--- config.mk ---
export PLATFORM = sky130hd
export DESIGN_NAME = capture_period_rpm_meter_unit
export DESIGN_NICKNAME = d
export VERILOG_FILES = /design/src/sv/cprm_pkg.sv /design/src/sv/cprm_front.sv /design/src/sv/cprm_queue.sv /design/src/sv/cprm_divider.sv /design/src/sv/capture_period_rpm_meter_unit.sv
export SDC_FILE = /design/constraint.sdc
export NUM_CORES = 1
export LEC_CHECK = 0
export BUFFER_PORTS_ARGS = -buffer_cell sky130_fd_sc_hd__clkbuf_2
export CORE_MARGIN = 8
export CORE_UTILIZATION = 55
export DETAILED_ROUTE_END_ITERATION = 6
export PLACE_DENSITY = 0.76
export SYNTH_ARGS = -nofsm -noshare
export SYNTH_HDL_FRONTEND = slang
export SYNTH_SLANG_ARGS = --single-unit
--- constraint.sdc ---
create_clock -name clock -period 5.05 [get_ports clock]
set_input_delay 0.7575 -clock clock [delete_from_list [all_inputs] [get_ports clock]]
set_output_delay 0.7575 -clock clock [all_outputs]
set_load 0.02 [all_outputs]
--- src/sv/cprm_pkg.sv ---
// ----------------------------------------------------------------------------
// cprm_pkg
// Shared types and constants for the capture-period rpm meter.
// ----------------------------------------------------------------------------
package cprm_pkg;

   localparam int TIMER_BITS  = 16;
   localparam int OVF_BITS    = 16;
   localparam int DATA_BITS   = 32;
   localparam int QUEUE_DEPTH = 4;
   localparam int QPTR_BITS   = $clog2(QUEUE_DEPTH);
   localparam int QCNT_BITS   = $clog2(QUEUE_DEPTH + 1);
   localparam int STEP_BITS   = $clog2(DATA_BITS);

   localparam logic [DATA_BITS-1:0] RPM_SCALE_RESET = DATA_BITS'(15000000);
   localparam logic [STEP_BITS-1:0] LAST_STEP       = STEP_BITS'(DATA_BITS - 1);

   typedef struct packed {
      logic empty;
      logic full;
   } queue_status_type;

   typedef enum logic [1:0] {
      BACK_IDLE,
      BACK_DIVIDE,
      BACK_DONE
   } back_state_type;

endpackage

--- src/sv/cprm_front.sv ---
// ----------------------------------------------------------------------------
// cprm_front
// Tick-driven timer, overflow count and edge capture; emits one period per
// capture edge into the queue.
// ----------------------------------------------------------------------------
module cprm_front (
   input  logic                           clock,
   input  logic                           reset,
   input  logic                           tick_accept,
   input  logic                           edge_req,
   output logic                           q_write,
   output logic [cprm_pkg::DATA_BITS-1:0] q_period
);
   import cprm_pkg::*;

   logic [TIMER_BITS-1:0] timer_ff, timer_in;
   logic [OVF_BITS-1:0]   ovf_ff, ovf_in;
   logic [TIMER_BITS-1:0] last_ff, last_in;
   logic [TIMER_BITS-1:0] prev_ff, prev_in;
   logic [DATA_BITS-1:0]  base;
   logic [DATA_BITS-1:0]  diff;
   logic                  take_edge;
   logic                  wrap;

   assign take_edge = tick_accept & edge_req;
   assign wrap      = (timer_ff == {TIMER_BITS{1'b1}});

   // Difference wraps modulo 2^32, as a negative value would
   assign base = DATA_BITS'(ovf_ff) << TIMER_BITS;
   assign diff = DATA_BITS'(timer_ff) - DATA_BITS'(last_ff);

   assign q_write  = take_edge;
   assign q_period = base + diff;

   always_comb begin
      timer_in = timer_ff;
      ovf_in   = ovf_ff;
      last_in  = last_ff;
      prev_in  = prev_ff;
      if (tick_accept) begin
         timer_in = timer_ff + TIMER_BITS'(1);
         if (take_edge) begin
            prev_in = last_ff;
            last_in = timer_ff;
            ovf_in  = '0;
         end
         // Count the wrap after the edge clears the count
         if (wrap) begin
            ovf_in = (take_edge ? OVF_BITS'(0) : ovf_ff) + OVF_BITS'(1);
         end
      end
   end

   always_ff @(posedge clock) begin
      if (reset) begin
         timer_ff <= '0;
         ovf_ff   <= '0;
         last_ff  <= '0;
         prev_ff  <= '0;
      end else begin
         timer_ff <= timer_in;
         ovf_ff   <= ovf_in;
         last_ff  <= last_in;
         prev_ff  <= prev_in;
      end
   end

endmodule

--- src/sv/cprm_queue.sv ---
// ----------------------------------------------------------------------------
// cprm_queue
// Short queue of periods between the capture front and the divider.
// ----------------------------------------------------------------------------
module cprm_queue (
   input  logic                           clock,
   input  logic                           reset,
   input  logic                           wr_en,
   input  logic [cprm_pkg::DATA_BITS-1:0] wr_data,
   input  logic                           rd_en,
   output logic [cprm_pkg::DATA_BITS-1:0] rd_data,
   output cprm_pkg::queue_status_type     status
);
   import cprm_pkg::*;

   logic [DATA_BITS-1:0] slot_ff [QUEUE_DEPTH];
   logic [QPTR_BITS-1:0] wptr_ff, wptr_in;
   logic [QPTR_BITS-1:0] rptr_ff, rptr_in;
   logic [QCNT_BITS-1:0] count_ff, count_in;
   logic                 do_wr;
   logic                 do_rd;

   assign status.empty = (count_ff == '0);
   assign status.full  = (count_ff == QCNT_BITS'(QUEUE_DEPTH));
   assign do_wr        = wr_en & ~status.full;
   assign do_rd        = rd_en & ~status.empty;
   assign rd_data      = slot_ff[rptr_ff];

   always_comb begin
      wptr_in  = do_wr ? wptr_ff + QPTR_BITS'(1) : wptr_ff;
      rptr_in  = do_rd ? rptr_ff + QPTR_BITS'(1) : rptr_ff;
      count_in = count_ff;
      if (do_wr && !do_rd) begin
         count_in = count_ff + QCNT_BITS'(1);
      end else if (do_rd && !do_wr) begin
         count_in = count_ff - QCNT_BITS'(1);
      end
   end

   always_ff @(posedge clock) begin
      if (do_wr) begin
         slot_ff[wptr_ff] <= wr_data;
      end
   end

   always_ff @(posedge clock) begin
      if (reset) begin
         wptr_ff  <= '0;
         rptr_ff  <= '0;
         count_ff <= '0;
      end else begin
         wptr_ff  <= wptr_in;
         rptr_ff  <= rptr_in;
         count_ff <= count_in;
      end
   end

endmodule

--- src/sv/cprm_divider.sv ---
// ----------------------------------------------------------------------------
// cprm_divider
// Radix-2 restoring divider: rpm = scale / period, one quotient bit a cycle,
// and the result register on the output side.
// ----------------------------------------------------------------------------
module cprm_divider (
   input  logic                           clock,
   input  logic                           reset,
   input  logic                           csr_write_en,
   input  logic [cprm_pkg::DATA_BITS-1:0] csr_write_data,
   input  cprm_pkg::queue_status_type     q_status,
   input  logic [cprm_pkg::DATA_BITS-1:0] q_period,
   output logic                           q_read,
   output logic                           rsp_empty,
   input  logic                           rsp_pop,
   output logic [cprm_pkg::DATA_BITS-1:0] rsp_period_ticks,
   output logic [cprm_pkg::DATA_BITS-1:0] rsp_rpm,
   output logic                           rsp_valid_res
);
   import cprm_pkg::*;

   back_state_type       state_ff, state_in;
   logic [DATA_BITS-1:0] scale_ff, scale_in;
   logic [DATA_BITS-1:0] rem_ff, rem_in;
   logic [DATA_BITS-1:0] dvd_ff, dvd_in;
   logic [DATA_BITS-1:0] den_ff, den_in;
   logic [STEP_BITS-1:0] step_ff, step_in;
   logic                 valid_ff, valid_in;
   logic [DATA_BITS:0]   trial;
   logic [DATA_BITS:0]   trial_sub;
   logic                 fits;
   logic                 zero_period;

   assign zero_period = (q_period == '0);
   assign trial       = {rem_ff, dvd_ff[DATA_BITS-1]};
   assign trial_sub   = trial - {1'b0, den_ff};
   assign fits        = ~trial_sub[DATA_BITS];

   always_comb begin
      state_in = state_ff;
      case (state_ff)
         BACK_IDLE: begin
            if (!q_status.empty) begin
               state_in = zero_period ? BACK_DONE : BACK_DIVIDE;
            end
         end
         BACK_DIVIDE: begin
            if (step_ff == LAST_STEP) begin
               state_in = BACK_DONE;
            end
         end
         BACK_DONE: begin
            if (rsp_pop) begin
               state_in = BACK_IDLE;
            end
         end
         default: state_in = BACK_IDLE;
      endcase
   end

   always_comb begin
      q_read    = (state_ff == BACK_IDLE) && !q_status.empty;
      rsp_empty = (state_ff != BACK_DONE);
   end

   always_comb begin
      scale_in = csr_write_en ? csr_write_data : scale_ff;
      rem_in   = rem_ff;
      dvd_in   = dvd_ff;
      den_in   = den_ff;
      step_in  = step_ff;
      valid_in = valid_ff;
      if (q_read) begin
         // Zero period: saturate the rate and flag it
         rem_in   = '0;
         dvd_in   = zero_period ? {DATA_BITS{1'b1}} : scale_ff;
         den_in   = q_period;
         step_in  = '0;
         valid_in = ~zero_period;
      end else if (state_ff == BACK_DIVIDE) begin
         rem_in  = fits ? trial_sub[DATA_BITS-1:0] : trial[DATA_BITS-1:0];
         dvd_in  = {dvd_ff[DATA_BITS-2:0], fits};
         step_in = step_ff + STEP_BITS'(1);
      end
   end

   assign rsp_period_ticks = den_ff;
   assign rsp_rpm          = dvd_ff;
   assign rsp_valid_res    = valid_ff;

   always_ff @(posedge clock) begin
      rem_ff   <= rem_in;
      dvd_ff   <= dvd_in;
      den_ff   <= den_in;
      step_ff  <= step_in;
      valid_ff <= valid_in;
   end

   always_ff @(posedge clock) begin
      if (reset) begin
         state_ff <= BACK_IDLE;
         scale_ff <= RPM_SCALE_RESET;
      end else begin
         state_ff <= state_in;
         scale_ff <= scale_in;
      end
   end

endmodule

--- src/sv/capture_period_rpm_meter_unit.sv ---
// ----------------------------------------------------------------------------
// capture_period_rpm_meter_unit
// Input-capture tachometer: period between capture edges and rpm.
// ----------------------------------------------------------------------------
// Each accepted req_ beat is one prescaled timer tick; ticks are taken back
// to back while the period queue has room. A tick flagged with edge_req
// captures the timer and pushes the period (overflows * 2^16 plus the
// capture difference, modulo 2^32) into a four-entry queue. The divider
// behind it picks up a period and forms the quotient rpm_scale / period
// (one bit a cycle); it takes no new period until its result has been
// popped with rsp_pop. A zero period skips the divide and returns valid_res
// low with rpm all ones. full rises only when four periods wait.
// Write csr_write_data (rpm_scale, reset 15000000) only while the block is idle.
// ----------------------------------------------------------------------------
module capture_period_rpm_meter_unit (
   input  logic                           clock,
   input  logic                           reset,
   input  logic                           req_push,
   output logic                           req_full,
   input  logic                           req_edge_req,
   output logic                           rsp_empty,
   input  logic                           rsp_pop,
   output logic [cprm_pkg::DATA_BITS-1:0] rsp_period_ticks,
   output logic [cprm_pkg::DATA_BITS-1:0] rsp_rpm,
   output logic                           rsp_valid_res,
   input  logic                           csr_write_en,
   input  logic [cprm_pkg::DATA_BITS-1:0] csr_write_data
);
   import cprm_pkg::*;

   queue_status_type     q_status;
   logic                 tick_accept;
   logic                 q_write;
   logic [DATA_BITS-1:0] q_wr_period;
   logic                 q_read;
   logic [DATA_BITS-1:0] q_rd_period;

   assign req_full    = q_status.full;
   assign tick_accept = req_push & ~q_status.full;

   cprm_front u_front (
      .clock       (clock),
      .reset       (reset),
      .tick_accept (tick_accept),
      .edge_req    (req_edge_req),
      .q_write     (q_write),
      .q_period    (q_wr_period)
   );

   cprm_queue u_queue (
      .clock   (clock),
      .reset   (reset),
      .wr_en   (q_write),
      .wr_data (q_wr_period),
      .rd_en   (q_read),
      .rd_data (q_rd_period),
      .status  (q_status)
   );

   cprm_divider u_divider (
      .clock            (clock),
      .reset            (reset),
      .csr_write_en     (csr_write_en),
      .csr_write_data   (csr_write_data),
      .q_status         (q_status),
      .q_period         (q_rd_period),
      .q_read           (q_read),
      .rsp_empty        (rsp_empty),
      .rsp_pop          (rsp_pop),
      .rsp_period_ticks (rsp_period_ticks),
      .rsp_rpm          (rsp_rpm),
      .rsp_valid_res    (rsp_valid_res)
   );

endmodule
==> flow_metrics.tcl, run 1 <==
set metrics [dict create \
    endpoint_kind "flop" \
    cp_slowest_cell "fa_1" \
    worstSetupPathType "reg2reg" \
    die_w_um 184 \
    crit_fanout 13 \
    synthCells 1382 \
    final_cells 1897 \
    synth-adder-area-share_pct 6.35 \
    crit_arrival_ns 5.01 \
    synth-xor-area-share_pct 4.88 \
    design_power_total_mw 9.21 \
    synth_cell_types 69 \
    slew_viol_final 0 \
    crit_chain "inv_1 -> ha_1 -> fa_1 -> nor2b_2 -> o31ai_4 -> a21oi_2 -> o2111ai_1 -> a31oi_2 -> a311oi_2 -> o21ai_1 -> inv_1 -> buf_4 -> ha_1 -> a211oi_2 -> o21ai_0 -> o31a_1 -> a41oi_1 -> a211o_1 -> nor2_1 -> o21ai_0 -> nand2b_1 -> xor2_1" \
    nets 1607 \
    io_pins 105 \
    status "finished clean" \
    tightest_slew_ns 1.15 \
    clk_latency_ns 0.50 \
    antenna_found_initial 0 \
    syn_area_mm2 0.0154 \
    critPathTopFamily "compound AO/OA/AOI/OAI gates" \
    ys.flop_type "edfxtp_1" \
    dr.pass1.iters 5 \
    port_buffers 104 \
    drt_iter0_drc 822 \
    core-area_mm2 0.0277 \
    pre_cts_slack_ns 0.169 \
    grt_pass1_vias 10347 \
    seq_area_frac_synth_pct 54.1 \
    gp_congestion 0.909 \
    layout-drive-gt1-share_pct 15.7 \
    root_buffer "clkbuf_16" \
    max_stage_delay_ns 0.42 \
    rows 61 \
    hpwl_mm 22.5 \
    numCtsBuffers 35 \
    clockBufferDepth 3 \
    fin_crit_sh_pct 93.5 \
    vias 10688 \
    critPathRequiredTime_ns 5.34 \
    final_util_pct 63.5 \
    p_per_area_mw_per_mm2 524 \
    fp.dieH_um 184 \
    dieArea_mm2 0.0337 \
    syn_area_per_cell_um2 11.2 \
    hold_violations 0 \
    finalWorstSetupSlack_ns 0.329 \
    syn_nets 1496 \
    synth.ff_latch_count 321 \
    vias_per_cell 5.63 \
    yosysWarningCount 0 \
    fmax_mhz 212 \
    dp.cells 1833 \
    fillers 2070 \
    multi_input_area_mm2 0.00664 \
    ir_drop_uv 327 \
    finalClockSkew_ns 0.0185 \
    grt_max_degree 73 \
    start_kind "flop" \
    relSlewSlack_pct 23.6 \
    max-cap-violations 0 \
    fin_crit_ns 4.72 \
    route.detailed.drc 0 \
    track_usage_pct 19.3 \
    wl_per_cell_um 17.6 \
    synthSimpleGateAreaFrac_pct 12.7 \
    drt_wl_total_mm 33.4 \
    synth_edf_count 193 \
    clock-sinks 321 \
    postRouteAntennaNets 0 \
    async_flop_share_pct 0 \
    synth_top_family_by_area "simple AND/OR/NAND/NOR gates" \
    synth-compound-area-share_pct 10.7 \
    ff_latch_area_mm2 0.00836 \
    setup_violations 0 \
    clkTransAtPathRegs_ns 0.05 \
    tns_ns 0 \
    leakage_nw 6.83 \
    globalRoute.totalOverflow 0 \
    syn_to_final_growth_pct 13.8 \
    min_path_type "reg2reg" \
    cts_max_level 2 \
    critPathBufInv 3 \
    synth_mux_area_share_pct 7.87 \
    initial_core_util_pct 55.8 \
    grt_pass1_wl_mm 53.1 \
    cts_tree "built" \
]
[metrics by stage]
stage / hold WS [ns] / cell area, µm²
global route: 0.462 / 17600
CTS: 0.447 / 17500
global placement: 0.443 / 16400
finish: 0.454 / 17600
detailed placement: 0.448 / 16400
floorplan: 0.436 / 15400
[power by group]
part	switching (mW)	leakage (nW)	total [mW]	internal (mW)
Combinational	1.93	3.44	3.01	1.09
Clock	0.981	0.534	2.47	1.49
Sequential	0.286	2.86	3.72	3.44
[Yosys cell counts (5+ instances only)]
cell type  number  area share (%)
clkbuf_1       47             1.1
edfxtp_1      193              38
a211oi_1        6            0.29
xor2_1         34             1.9
nor2b_1        24            0.97
inv_1          73             1.8
mux4_2         32             4.7
xnor2_1        49             2.8
ha_1           72             5.8
and3_1         13            0.53
o21a_1          8            0.39
buf_1           5            0.12
a2bb2oi_1       5            0.28
and2_1          9            0.36
nor2_1        166             4.0
dfxtp_1       128              17
or3_1          11            0.45
o21ai_1        22            0.71
nand3_1        23            0.75
a211o_1        11            0.62
a21oi_1        97             3.1
o31ai_1         5            0.24
mux2i_1        48             3.1
a31oi_1         6            0.24
nand4_1        17            0.69
o211ai_1        5            0.24
a21o_1         18            0.87
nand2_1       108             2.6
nor3_1         13            0.42
o21ai_0        41             1.3
nor4_1         12            0.49
nand2b_1       13            0.53
[cells by family after synthesis]
family,count (synthesis)
AND/OR/NAND/NOR,427
flip-flops,321
AO/OA/AOI/OAI,262
buffers and inverters,131
XOR/XNOR,84
multiplexers,81
adder cells (fa/ha/maj),76
[registers in the layout, indices dropped and copies added (netlist names), named ones only]
name / flops
u_divider.rsp_rpm: 32
u_queue.wptr_ff: 2
u_front.timer_ff: 16
u_queue.slot_ff: 128
u_divider.rsp_period_ticks: 32
u_queue.rptr_ff: 2
u_divider.rsp_valid_res: 1
u_divider.rem_ff: 32
u_front.ovf_ff: 16
u_divider.state_ff: 2
u_divider.step_ff: 5
u_divider.scale_ff: 32
u_queue.count_ff: 3
u_front.last_ff: 16
[worst reg2reg max path, cell delays in order, from the launching register on]
cell and delay (ns):
dfxtp_1 0.33, inv_1 0.05, ha_1 0.20, fa_1 0.42, nor2b_2 0.19, o31ai_4 0.11
a21oi_2 0.16, o2111ai_1 0.17, a31oi_2 0.25, a311oi_2 0.14, o21ai_1 0.20, inv_1 0.10
buf_4 0.19, ha_1 0.32, a211oi_2 0.25, o21ai_0 0.14, o31a_1 0.27, a41oi_1 0.26
a211o_1 0.21, nor2_1 0.05, o21ai_0 0.14, nand2b_1 0.09, xor2_1 0.28
[cell type report]
cell class              instances  share of cell area [%]
flip-flops and latches        321                    47.5
multi-input cells             930                    37.7
clock buffers                  48                    5.48
repair buffers                132                    4.15
well taps                     378                    2.69
inverters                      73                    1.56
clock inverters                14                   0.839
diodes                          1                  0.0142
[repair_timing]
item / 4_1_cts / 5_1_grt
endpoints found under the setup margin: 0 / 24
buffers inserted: 0 / 1
hold buffers: 0 / 0
gates resized for setup: 0 / 13
[routing by layer]
metal | up-vias | wire (µm) | track usage, % | share of wire (%)
met5 | - | 0 | 0 | 0
met4 | 0 | 894 | 6.18 | 2.7
met3 | 67 | 1570 | 3.00 | 4.7
met2 | 275 | 16700 | 33.3 | 50
met1 | 5143 | 14300 | 24.6 | 43
li1 | 5203 | - | - | -
[cells in the final DEF, fill, tap and decap left out, drive strengths merged, types with 5 or more instances in the layout]
master | Yosys | routed
nor2 | 166 | 166
a21o | 18 | 18
buf | 11 | 28
or3 | 11 | 11
a211oi | 6 | 6
xor2 | 34 | 34
o31ai | 5 | 5
dfxtp | 128 | 128
a211o | 11 | 11
o21a | 8 | 8
nand4 | 17 | 17
mux2i | 48 | 48
nand2b | 13 | 13
xnor2 | 50 | 50
a31oi | 6 | 6
o21ai | 63 | 63
clkinv | 0 | 7
nor4 | 12 | 12
inv | 73 | 74
a21oi | 98 | 98
ha | 72 | 72
a2bb2oi | 5 | 5
and3 | 13 | 13
clkbuf | 47 | 152
mux4 | 32 | 32
edfxtp | 193 | 193
nand3 | 23 | 23
nand2 | 109 | 109
nor2b | 24 | 24
o211ai | 5 | 5
nor3 | 13 | 13
and2 | 10 | 10
[final timing paths]
| path | from | endpoint | slack, ns | cells after the start |
|---|---|---|---|---|
| min | u_front.last_ff[2] | u_front.last_ff[2] | 0.45 | 2 |
| max | u_front.timer_ff[0] | u_queue.slot_ff[0][29] | 0.33 | 22 |
| max reg2reg | u_front.timer_ff[0] | u_queue.slot_ff[0][29] | 0.33 | 22 |
| min reg2reg | u_front.last_ff[2] | u_front.last_ff[2] | 0.45 | 2 |
No activity file was read; power rests on OpenSTA's default activity.
==> run 2: changes to the inputs <==
- ABC_AREA: default -> 1
- CORE_UTILIZATION: 55 -> 56
- PLACE_DENSITY: 0.76 -> 0.77
==> flow_metrics.tcl, run 2 <==
set metrics [dict create \
    die_w_um 192 \
    syn_area_mm2 0.0174 \
    clock-sinks 321 \
    clkTransAtPathRegs_ns 0.06 \
    switching_share_pct 43.1 \
    syn_area_per_cell_um2 7.89 \
    synth_top_family_by_area "simple AND/OR/NAND/NOR gates" \
    gp_congestion 0.926 \
    vias 14441 \
    r2r_setup_slack_ns 0.56 \
    dp.cells 2654 \
    numCtsBuffers 36 \
    largest_reg_flops 128 \
    initial_core_util_pct 56.9 \
    final_cells 2720 \
    clk_latency_ns 0.53 \
    globalRoute.totalOverflow 0 \
    relSlewSlack_pct 23.9 \
    seq_area_frac_synth_pct 47.9 \
    synth-adder-area-share_pct 5.63 \
    critPathBufInv 5 \
    dieArea_mm2 0.0370 \
    synth_area_leaders "edfxtp_1, dfxtp_1, nand2_1" \
    critPathTopFamily "adder cells" \
    cts_tree "built" \
    drt_wl_total_mm 43.0 \
    p_sw_mw 5.20 \
    synth_common_cells "nand2_1, inv_1, nor2_1" \
    p_per_area_mw_per_mm2 623 \
    synth_mux_area_share_pct 0 \
    ys.flop_type "edfxtp_1" \
    hpwl_mm 30.7 \
    nets 2410 \
    clkPwrFrac_pct 21.6 \
    tns_ns 0 \
    port_buffers 104 \
    grt_pass1_wl_mm 69.2 \
    finalClockSkew_ns 0.0209 \
    postRouteAntennaNets 0 \
    hold_buffers 0 \
    slew_viol_final 0 \
    min_to "u_divider.scale_ff[21]" \
    fillers 2664 \
    power_report.internal_total_mw 6.86 \
    route.detailed.drc 0 \
    yosys.area.top_type_share_pct 33.2 \
    sequentialPowerShare_pct 33.2 \
    critPathRequiredTime_ns 5.38 \
    fin_area_mm2 0.0194 \
    crit_fanout 15 \
    crit_arrival_ns 4.82 \
    crit_chain "inv_1 -> ha_1 -> fa_1 -> inv_1 -> nand3_1 -> nand2_1 -> a21boi_0 -> o21ai_0 -> nand3_1 -> nand2_1 -> inv_1 -> ha_1 -> inv_1 -> fa_1 -> nand3b_1 -> nand2_1 -> a21boi_0 -> inv_1 -> a21o_1 -> nand2_1 -> nand2_1 -> xor2_1" \
    post_dp_cell_area_mm2 0.0182 \
    holdPathStages 3 \
    final_util_pct 63.2 \
    status "finished clean" \
    combPwrFrac_pct 45.2 \
    track_usage_pct 23.1 \
    n_antenna_cell 0 \
    leakage_nw 9.07 \
    tightest_slew_ns 1.14 \
    rsz0062_at_grt "false" \
    core-area_mm2 0.0307 \
    final_common_cell "nand2_1" \
    setup_violations 0 \
    grt_max_degree 80 \
    synth-compound-area-share_pct 7.64 \
    io_pins 105 \
    timing.rr.end "u_queue.slot_ff[1][28]" \
    clockBufferDepth 3 \
    synthCells 2211 \
    drt_iter0_drc 1085 \
    fin_crit_sh_pct 88.9 \
    synth-xor-area-share_pct 2.31 \
    rows 64 \
    cts_setup_buffers 0 \
    cts_max_level 2 \
    ir_drop_uv 589 \
    cp_slowest_cell "fa_1" \
    async_flop_share_pct 0 \
    wl_per_cell_um 15.8 \
    dr.pass1.iters 5 \
    grt_pass1_vias 13934 \
    fmax_mhz 223 \
    hold_path.startpoint "csr_write_data[21]" \
    fin_crit_ns 4.49 \
    synth.ff_latch_count 321 \
    synth_top_area_cell "edfxtp_1" \
    synth_edf_count 193 \
    reg2reg_depth 22 \
    vias_per_cell 5.31 \
    min_path_type "in2reg" \
    hold_violations 0 \
    syn_to_final_growth_pct 11.1 \
    worstSetupPathType "reg2reg" \
    design_power_total_mw 12.1 \
    antenna_found_initial 0 \
    max_stage_delay_ns 0.40 \
    synthSimpleGateAreaFrac_pct 27.2 \
    yosysWarningCount 0 \
    r2r_start "u_front.timer_ff[0]" \
    fp.dieH_um 192 \
    ctsResizeCount 0 \
    root_buffer "clkbuf_16" \
    max-cap-violations 0 \
    endpoint_kind "flop" \
    syn_nets 2325 \
    cp.depth 22 \
    layout_common_cells "nand2_1, inv_1, nor2_1" \
    top_register "u_queue.slot_ff" \
    synth_most_common_cell "nand2_1" \
    start_kind "flop" \
    layout-drive-gt1-share_pct 10.9 \
    synth_cell_types 42 \
]
run 2: cell types whose count changed after synthesis, sizes merged, moves of 13 or more:
cell and delta:
buf +25, nand2 +561, mux2i -48, clkbuf -13, a21o -16, nand2b -13
nor2b -24, mux4 -32, o21ai +13, inv +260, xnor2 -27, a21oi +33
nand3 +170, nor2 +49
run 2: worst max-delay path by stage:
| stage | from | endpoint |
|---|---|---|
| after floorplan | u_front.timer_ff[0] | u_queue.slot_ff[0][28] |
| after global placement | u_front.timer_ff[0] | u_queue.slot_ff[0][28] |
| after detailed placement | u_front.timer_ff[0] | u_queue.slot_ff[0][28] |
| after CTS | u_front.timer_ff[0] | u_queue.slot_ff[3][28] |
| after global routing | u_front.timer_ff[0] | u_queue.slot_ff[0][28] |
| final | u_front.timer_ff[0] | u_queue.slot_ff[1][28] |
run 2: power by group through the flow:
stage                     sequential [mW]  combinational, mW  clock, mW
after floorplan                      4.28               3.71          0
after global placement               4.04               5.32          0
after detailed placement             4.05               5.43          0
after CTS                            4.00               5.46       2.64
after global routing                 4.06               6.12       2.74
final                                4.01               5.46       2.60
run 2: area by class of cell:
cell class                      count  area (µm²)  area share [%]
Tap cell                          396         495            2.56
Multi-Input combinational cell   1487        7470            38.6
Inverter                          333        1250            6.45
Timing Repair Buffer              117         618            3.19
Sequential cell                   321        8360            43.1
Clock buffer                       51        1010            5.20
Clock inverter                     15         180           0.930
run 2: stage by stage:
stage / setup slack [ns] / hold slack, ns
after floorplan: 1.23 / 0.430
after global placement: 0.736 / 0.439
after detailed placement: 0.569 / 0.444
after CTS: 0.553 / 0.418
after global routing: 0.114 / 0.432
final: 0.559 / 0.434
run 2: cells by family (layout without fill, tap and decap cells):
| logic type | after synthesis | count (layout) |
|---|---|---|
| flops | 321 | 321 |
| compound gates | 231 | 231 |
| buf+inv | 403 | 516 |
| simple gates | 1134 | 1134 |
| fa+ha+maj | 76 | 76 |
| xor+xnor | 46 | 46 |
run 2: tightest hold or removal path: cells and delay by family:
| kind | cells | cell delay, ns |
|---|---|---|
| buffers and inverters | 1 | 0.07 |
| and+or+nand+nor | 2 | 0.10 |
run 2: routing by layer:
layer	part of all wire [%]	global-route usage [%]
met1	43	29.6
met2	47	38.5
met3	5.6	3.56
met4	3.9	9.58
met5	0	0
==> run 3: changes to the inputs <==
- RECOVER_POWER: default -> 50
==> flow_metrics.tcl, run 3 (same netlist as run 2, synthesis figures left out) <==
set metrics [dict create \
    tightest_slew_ns 3.15 \
    gp_congestion 0.926 \
    r2r_start "u_front.timer_ff[0]" \
    cts_max_level 2 \
    fin_crit_ns 4.49 \
    hold_violations 0 \
    io_pins 105 \
    p_per_area_mw_per_mm2 625 \
    pre_cts_slack_ns 0.569 \
    core-area_mm2 0.0307 \
    fp.dieH_um 192 \
    drt_wl_total_mm 43.2 \
    postRouteAntennaNets 0 \
    antenna_found_initial 0 \
    root_buffer "clkbuf_16" \
    globalRoute.totalOverflow 0 \
    tns_ns 0 \
    finalWorstSetupSlack_ns 0.559 \
    syn_to_final_growth_pct 10.4 \
    drt_iter0_drc 1117 \
    clockBufferDepth 3 \
    largest_reg_flops 128 \
    grt_max_degree 80 \
    final_common_cell "nand2_1" \
    start_kind "flop" \
    min_path_type "in2reg" \
    cp-endpoint "u_queue.slot_ff[1][28]" \
    endpoint_kind "flop" \
    hpwl_mm 30.7 \
    cp-startpoint "u_front.timer_ff[0]" \
    numCtsBuffers 36 \
    route.detailed.drc 0 \
    relSlewSlack_pct -110 \
    dr.pass1.iters 5 \
    setup_violations 0 \
    die_w_um 192 \
    timing.rr.end "u_queue.slot_ff[1][28]" \
    track_usage_pct 23.1 \
    slew_viol_final 363 \
    grt_pass1_vias 13934 \
    status "finished with violations" \
    rsz0062_at_grt "false" \
    layout_common_cells "nand2_1, inv_1, nor2_1" \
    reg2reg_depth 22 \
    grt_pass1_wl_mm 69.2 \
    critPathRequiredTime_ns 5.39 \
    vias_per_cell 5.31 \
    fin_crit_sh_pct 88.9 \
    fmax_mhz 223 \
    worstSetupPathType "reg2reg" \
    clock-sinks 321 \
    finalClockSkew_ns 0.0217 \
    holdPathStages 3 \
    top_register "u_queue.slot_ff" \
    layout-drive-gt1-share_pct 7.40 \
    nets 2410 \
    r2r_setup_slack_ns 0.56 \
    max-cap-violations 8 \
    leakage_nw 8.84 \
    clkTransAtPathRegs_ns 0.06 \
    rows 64 \
    hold_buffers 0 \
    port_buffers 104 \
    cts_tree "built" \
    cts_setup_buffers 0 \
    failed_checks "capacitance limit, slew limit" \
    crit_arrival_ns 4.83 \
    ir_drop_uv 580 \
    clk_latency_ns 0.54 \
    vias 14448 \
    crit_fanout 15 \
    initial_core_util_pct 56.9 \
    wl_per_cell_um 15.9 \
    dieArea_mm2 0.0370 \
    ctsResizeCount 0 \
]
run 3: cell count changes in the layout (fill, tap and decap cells not counted):
| cell | before | now |
|---|---|---|
| buf_4 | 13 | 6 |
| clkbuf_1 | 10 | 85 |
| clkbuf_2 | 104 | 36 |
| clkinv_1 | 2 | 3 |
| dfxtp_1 | 127 | 128 |
| dfxtp_2 | 1 | 0 |
| diode_2 | 0 | 1 |
| inv_1 | 318 | 320 |
| inv_2 | 15 | 12 |
| nand3_1 | 190 | 192 |
| nand3_2 | 3 | 1 |
| nor2_1 | 206 | 207 |
| nor2_2 | 9 | 8 |
run 3: cell type report:
| cell class | count | area (µm²) |
|---|---|---|
| Multi-Input combinational cell | 1487 | 7460 |
| Antenna cell | 1 | 2.50 |
| Timing Repair Buffer | 117 | 507 |
| Sequential cell | 321 | 8360 |
| Inverter | 333 | 1250 |
| Tap cell | 396 | 495 |
| Clock inverter | 15 | 180 |
| Fill cell | 2705 | 11400 |
| Clock buffer | 51 | 1010 |
run 3: where the power goes:
part | internal, mW | total (mW) | switching, mW
Combinational | 1.59 | 5.39 | 3.81
Clock | 1.56 | 2.61 | 1.06
Sequential | 3.67 | 4.03 | 0.355
run 3: worst min path at each step:
stage                     slack, ns                     end              startpoint
after CTS                      0.42  u_divider.scale_ff[13]      csr_write_data[13]
after floorplan                0.43  u_divider.scale_ff[13]  u_divider.scale_ff[13]
after detailed placement       0.44   u_divider.scale_ff[7]   u_divider.scale_ff[7]
after global placement         0.44  u_divider.scale_ff[22]  u_divider.scale_ff[22]
final                          0.43  u_divider.scale_ff[18]      csr_write_data[18]
after global routing           0.43  u_divider.scale_ff[18]      csr_write_data[18]
run 3: per-stage QoR:
step	hold WS [ns]	std cells	power, mW	util [%]	cell area (µm²)
after floorplan	0.430	2211	7.99	-	17400
after global placement	0.439	2654	9.35	59.3	18200
after detailed placement	0.444	2654	9.48	59.3	18200
after CTS	0.418	2720	12.1	63.2	19400
after global routing	0.432	2720	12.9	62.8	19300
final	0.430	2721	12.0	62.8	19300
run 3: worst max-delay path, stage by stage, from the launching register on:
cell,delay [ns]
dfxtp_1,0.37
inv_1,0.09
ha_1,0.20
fa_1,0.40
inv_1,0.08
nand3_1,0.06
nand2_1,0.11
a21boi_0,0.19
o21ai_0,0.38
nand3_1,0.15
nand2_1,0.17
inv_1,0.26
ha_1,0.30
inv_1,0.07
fa_1,0.21
nand3b_1,0.12
nand2_1,0.08
a21boi_0,0.35
inv_1,0.11
a21o_1,0.20
nand2_1,0.06
nand2_1,0.05
xor2_1,0.26
run 3: per-layer routing:
metal / track usage (%) / routed length, µm
met1: 29.6 / 18800
met3: 3.56 / 2440
met5: 0 / 0
met2: 38.5 / 20400
met4: 9.58 / 1580
